### src/sv/gvr_pkg.sv
// ----------------------------------------------------------------------------
// gvr_pkg
// shared types and constants of the givens rotation generator
// ----------------------------------------------------------------------------
package gvr_pkg;

	localparam int DATA_W     = 32;
	localparam int SQ_W       = 2 * DATA_W;
	localparam int QUO_W      = SQ_W - 1;
	localparam int DIV_STEPS  = QUO_W;
	localparam int SQRT_STEPS = DATA_W;
	localparam logic [DATA_W-1:0] ONE_Q30 = DATA_W'(1) << 30;

	// per item flags that ride alongside the arithmetic
	typedef struct packed {
		logic differ;   // operand signs differ
		logic b_major;  // |b| > |a|
		logic zero;     // both operands are zero
	} side_t;

endpackage

### src/sv/gvr_front.sv
// ----------------------------------------------------------------------------
// gvr_front
// magnitudes, squares and sum of squares, three pipeline stages
// ----------------------------------------------------------------------------
module gvr_front import gvr_pkg::*; (
	input  logic              clk,
	input  logic              arst_n,
	input  logic              en,
	input  logic              in_valid,
	input  logic [DATA_W-1:0] in_a,
	input  logic [DATA_W-1:0] in_b,
	output logic              out_valid,
	output logic [SQ_W-1:0]   out_mag2_a,
	output logic [SQ_W-1:0]   out_mag2_b,
	output logic [SQ_W-1:0]   out_den,
	output side_t             out_side
);

	logic [DATA_W-1:0] mag_a, mag_b;
	logic [DATA_W-1:0] mag_a_s1, mag_b_s1;
	logic [SQ_W-1:0]   sq_a_s2, sq_b_s2;
	logic [SQ_W-1:0]   sq_a_s3, sq_b_s3, den_s3;
	side_t             side_s1, side_s2, side_s3;
	logic              valid_s1, valid_s2, valid_s3;

	// two's complement magnitudes, full scale negative gives 2^31
	assign mag_a = in_a[DATA_W-1] ? (~in_a + DATA_W'(1)) : in_a;
	assign mag_b = in_b[DATA_W-1] ? (~in_b + DATA_W'(1)) : in_b;

	// data stages
	always_ff @(posedge clk) begin
		if (en) begin
			mag_a_s1       <= mag_a;
			mag_b_s1       <= mag_b;
			side_s1.differ <= in_a[DATA_W-1] ^ in_b[DATA_W-1];
			side_s1.b_major <= mag_b > mag_a;
			side_s1.zero   <= (mag_a == '0) && (mag_b == '0);
			sq_a_s2        <= SQ_W'(mag_a_s1) * SQ_W'(mag_a_s1);
			sq_b_s2        <= SQ_W'(mag_b_s1) * SQ_W'(mag_b_s1);
			side_s2        <= side_s1;
			sq_a_s3        <= sq_a_s2;
			sq_b_s3        <= sq_b_s2;
			den_s3         <= sq_a_s2 + sq_b_s2;
			side_s3        <= side_s2;
		end
	end

	// valid bits
	always_ff @(posedge clk or negedge arst_n) begin
		if (!arst_n) begin
			valid_s1 <= 1'b0;
			valid_s2 <= 1'b0;
			valid_s3 <= 1'b0;
		end else if (en) begin
			valid_s1 <= in_valid;
			valid_s2 <= valid_s1;
			valid_s3 <= valid_s2;
		end
	end

	assign out_valid  = valid_s3;
	assign out_mag2_a = sq_a_s3;
	assign out_mag2_b = sq_b_s3;
	assign out_den    = den_s3;
	assign out_side   = side_s3;

endmodule

### config.mk
export PLATFORM = sky130hd
export DESIGN_NAME = gvr_front
export DESIGN_NICKNAME = d
export VERILOG_FILES = /design/src/sv/gvr_pkg.sv /design/src/sv/gvr_front.sv
export SDC_FILE = /design/constraint.sdc
export NUM_CORES = 2
export LEC_CHECK = 0
export ABC_AREA = 0
export ABC_CLOCK_PERIOD_IN_PS = 10600
export BUFFER_PORTS_ARGS = -buffer_cell sky130_fd_sc_hd__buf_4
export CAP_MARGIN = 20
export CELL_PAD_IN_SITES_DETAIL_PLACEMENT = 1
export CELL_PAD_IN_SITES_GLOBAL_PLACEMENT = 2
export CORE_AREA = 2 2 557 559
export DETAILED_ROUTE_END_ITERATION = 7
export DIE_AREA = 0 0 559 561
export PLACE_DENSITY = 0.58
export SLEW_MARGIN = 25
export SYNTH_ARGS = -nofsm -noshare
export SYNTH_HDL_FRONTEND = slang
export SYNTH_SLANG_ARGS = --single-unit
### constraint.sdc
create_clock -name clk -period 10.6 [get_ports clk]
set_clock_uncertainty 0.15 [all_clocks]
set_input_delay 2.12 -clock clk [delete_from_list [all_inputs] [get_ports clk]]
set_output_delay 2.12 -clock clk [all_outputs]
set_load 0.05 [all_outputs]
==> results.rst <==
.. list-table::
   :header-rows: 1

   * - Metric
     - Value
   * - Run status
     - finished, final reports clean
   * - Post-Synth Simple-Gate Area
     - 10.27%
   * - Most common cell on crit path
     - sky130_fd_sc_hd__fa_1
   * - Share of post-route cells with drive strength above 1
     - about 7%
   * - Overall routed net length
     - approximately 260 mm
   * - Area Overhead vs Synth
     - 11.50%
   * - Fill cell instance count of the final layout
     - between 30k and 40k
   * - Main combinational cell family by area after synthesis
     - adder cells
   * - Post-synthesis instance area
     - 76530 um^2
   * - Final setup violating endpoints
     - 0
   * - Data arrival, critical path
     - about 10 ns
   * - Number of vias per cell after detailed routing
     - 4.358
   * - Drt initial violations
     - approximately 2.5k
   * - Predominant post-synthesis flop cell
     - sky130_fd_sc_hd__edfxtp_1
   * - Cell with the most instances after synthesis
     - sky130_fd_sc_hd__inv_1
   * - DR DRC count
     - 0
   * - Clk slew on worst S/H paths
     - 0.06 ns
   * - Unrepaired setup endpoints after global routing
     - false
   * - First drt pass iteration count
     - 5
   * - Share of the synthesized area in the top cell type
     - between 40% and 50%
   * - Mean Syn Cell Area
     - ~10 um^2
   * - Starting density of the core
     - roughly 25%
   * - Maximum number of pins on one net before global-route repair
     - between 100 and 150
   * - Worst setup startpoint
     - mag_b_s1[10]$_DFFE_PP_
   * - Reg-to-reg critical path endpoint
     - sq_b_s2[59]$_DFFE_PP_
   * - Sequential Area
     - about 12000 um^2
   * - Count of vias placed by the detailed router
     - 52.19k
   * - Final worst-path cycle share
     - roughly nine tenths
   * - Final core utilization
     - 27.75%
   * - Final critical delay including setup and external delays
     - between 9 and 10 ns
   * - Multiplexer area fraction after synthesis
     - less than 1%
   * - First-pass GRT wire length
     - 394.5 mm
   * - Library cell used as clock root buffer
     - sky130_fd_sc_hd__clkbuf_16
   * - Number of buffers inserted by port buffering
     - approximately 260
   * - Clock buffers created by TritonCTS
     - 45
   * - Critical path launch point type
     - flop
   * - Number of distinct library cells after synthesis
     - 84
   * - Reg2Reg Depth
     - 25
   * - Origin of the critical flop-to-flop path
     - mag_b_s1[10]$_DFFE_PP_
   * - Number of buffers on the longest clock path
     - 3
   * - Cell accounting for the most synthesized area
     - sky130_fd_sc_hd__fa_1
   * - Xor and xnor area share after synthesis
     - ~3.7%
   * - Cts-stage hold buffer count
     - 0
   * - Initial antenna violation count
     - 11
   * - Routability congestion estimate from global placement
     - ~0.87
   * - CP Capture Point
     - sq_b_s2[59]$_DFFE_PP_
   * - Final setup TNS
     - 0 ns
   * - Critical path required time
     - 10.81 ns
   * - Worst-case register-to-register setup slack
     - between 1 and 1.5 ns
   * - Cell count after synthesis
     - between 7k and 8k
   * - Measured slew at the worst slew-check pin
     - around 1.1 ns
   * - Top cells by area in the synthesized netlist
     - sky130_fd_sc_hd__fa_1 41%, sky130_fd_sc_hd__edfxtp_1 15%, sky130_fd_sc_hd__ha_1 11%
   * - Global-route usage over all layers
     - between 10% and 20%
   * - Die ar.
     - 313600 um^2
   * - Die height
     - ~560 um
   * - Biggest cell delay along the critical path
     - ~0.91 ns
   * - Clk Latency, worst-skew pair
     - about 0.66 ns
   * - Number of rows in the core area
     - around 200
   * - Adder and majority gate portion of the synthesized area
     - about 53%
   * - Post-DR wirelength/cell
     - approximately 22 um
   * - Count of flip-flops with a built-in enable after synthesis
     - ~390
   * - H-tree lvl count
     - 2
   * - Total grt overflow
     - 0
   * - Relative slew slack
     - between 20 and 30%
   * - Die boundary width
     - 559 um
   * - Type of the worst setup path
     - flop to flop
   * - Maximum clock frequency
     - ~100 MHz
   * - Worst hold slack
     - 0.2696 ns
   * - Final Slew Violations
     - 0
   * - Post-DP HPWL
     - around 230 mm
   * - CTS tree
     - done
   * - Capturing element type of the critical path
     - flop
   * - Top fanout value on the critical path
     - 21
   * - Top post-synthesis cells by count
     - 2064 x sky130_fd_sc_hd__inv_1, 1584 x sky130_fd_sc_hd__fa_1, 695 x sky130_fd_sc_hd__ha_1, 637 x sky130_fd_sc_hd__nand2_1, 464 x sky130_fd_sc_hd__and2_1
   * - Number of gates resized after cts
     - 0
   * - Cell type of the slowest stage on the worst timing path
     - sky130_fd_sc_hd__edfxtp_1
   * - Count of state elements after synthesis
     - a little under 400
   * - Worst hold-check path type
     - flop to flop
   * - Layout net count
     - between 10k and 15k
   * - Portion of the post-synthesis area used by sequential elements
     - ~15%
   * - Area of the multi-input gates
     - roughly 56000 um^2
   * - ANT nets after route
     - 0
   * - Hold Fails Final Rpt
     - 0
   * - Placeable Area
     - between 300000 and 400000 um^2
   * - Post-synth ARST share
     - less than 1%
   * - Yosys Warn Count
     - 0
   * - Post-synthesis compound-gate area fraction
     - between 6 and 7%
   * - Number of global-route vias before repair
     - 60.95k
   * - Max Cap Viol
     - 0
   * - Setup bufs post-CTS
     - 0
   * - Sinks on Clock Net
     - between 300 and 400
   * - Boundary pin count
     - 264
==> cell families (layout without fill, tap and decap cells) <==
kind of cell / Yosys count / after routing
AOI/OAI and AO/OA: 726 / 726
xor gates and xnor gates: 323 / 323
adders and majority gates: 2279 / 2279
buffers and inverters: 2355 / 2548
DFF: 392 / 392
muxes: 11 / 11
other: 1 / 4
and+or+nand+nor: 1572 / 1572
==> metrics by stage <==
step                cell area (um^2)  cells  setup slack (ns)
floorplan                      76540   7660             2.562
global placement               83600  11880             1.123
detailed placement             83670  11890             1.085
CTS                            85290  11970            0.9452
global route                   85330  11970            0.5681
finish                         85340  11980             1.003
==> critical path, delay by kind of cell, from the launching register on <==
kind / cells / cell delay, ns
adders and majority gates: 9 / 4.49
AOI/OAI and AO/OA: 5 / 1.84
and+or+nand+nor: 4 / 1.06
DFF: 1 / 0.91
buffers and inverters: 6 / 0.73
xor gates and xnor gates: 1 / 0.09
==> sequential cells by signal, summed over array words and instances, names as in the netlist <==
name and count:
out_mag2_a 63, mag_a_s1 32, out_den 64, mag_b_s1 32, out_mag2_b 63, side_s1 3, out_side 3, valid_s1 1
side_s2 3, valid_s2 1, sq_b_s2 63, sq_a_s2 63, out_valid 1
==> placed cells by master, fill, tap and decap left out, types with 13 or more instances in the layout <==
cell                        instances
sky130_fd_sc_hd__a31oi_1           25
sky130_fd_sc_hd__nand2b_1          31
sky130_fd_sc_hd__o21a_1            25
sky130_fd_sc_hd__nand3_1           38
sky130_fd_sc_hd__a21o_1           137
sky130_fd_sc_hd__inv_1           2064
sky130_fd_sc_hd__or2_2             14
sky130_fd_sc_hd__and3_1            15
sky130_fd_sc_hd__a31o_2            26
sky130_fd_sc_hd__ha_1             695
sky130_fd_sc_hd__nand4_1           68
sky130_fd_sc_hd__and2_1           464
sky130_fd_sc_hd__xnor2_1          198
sky130_fd_sc_hd__clkbuf_16         47
sky130_fd_sc_hd__nor2b_1           34
sky130_fd_sc_hd__o21bai_1          30
sky130_fd_sc_hd__nor3_1            31
sky130_fd_sc_hd__o21ai_1           29
sky130_fd_sc_hd__o41ai_1           14
sky130_fd_sc_hd__nand2_1          637
sky130_fd_sc_hd__buf_4            389
sky130_fd_sc_hd__o31ai_1           21
sky130_fd_sc_hd__nor2_1           174
sky130_fd_sc_hd__fa_1            1584
sky130_fd_sc_hd__o21ai_0           90
sky130_fd_sc_hd__xor2_1           122
sky130_fd_sc_hd__a21oi_1          230
sky130_fd_sc_hd__edfxtp_1         389
sky130_fd_sc_hd__a211oi_1          13
==> layout make-up <==
cell class | count | share of cell area (%)
multi-input cells | 4913 | 65.58
repair buffers | 399 | 3.607
inverters | 2066 | 9.087
diodes | 2 | 0.005865
flip-flops and latches | 392 | 13.78
well taps | 4120 | 6.041
clock inverters | 33 | 0.5088
clock buffers | 50 | 1.391
==> per-layer routing <==
metal | track usage, % | part of all wire, %
met5 | 0 | 0.010
met3 | 2.155 | 3.7
met4 | 5.106 | 3.7
met2 | 29.43 | 50
met1 | 21.49 | 43
==> how the worst min path moves through the flow <==
stage                    startpoint                    end  slack (ns)  depth (start not counted)
4_1_cts        side_s2[1]$_DFFE_PP_  out_side[1]$_DFFE_PP_        0.27                          0
6_report       side_s2[1]$_DFFE_PP_  out_side[1]$_DFFE_PP_        0.27                          0
5_1_grt        side_s2[2]$_DFFE_PP_  out_side[2]$_DFFE_PP_        0.28                          0
2_1_floorplan  side_s2[0]$_DFFE_PP_  out_side[0]$_DFFE_PP_        0.25                          0
3_5_place_dp   side_s2[1]$_DFFE_PP_  out_side[1]$_DFFE_PP_        0.26                          0
3_3_place_gp   side_s2[2]$_DFFE_PP_  out_side[2]$_DFFE_PP_        0.26                          0
Power is not shown: default switching activity piles up to over one toggle a cycle in this logic, so the estimate is an artifact.
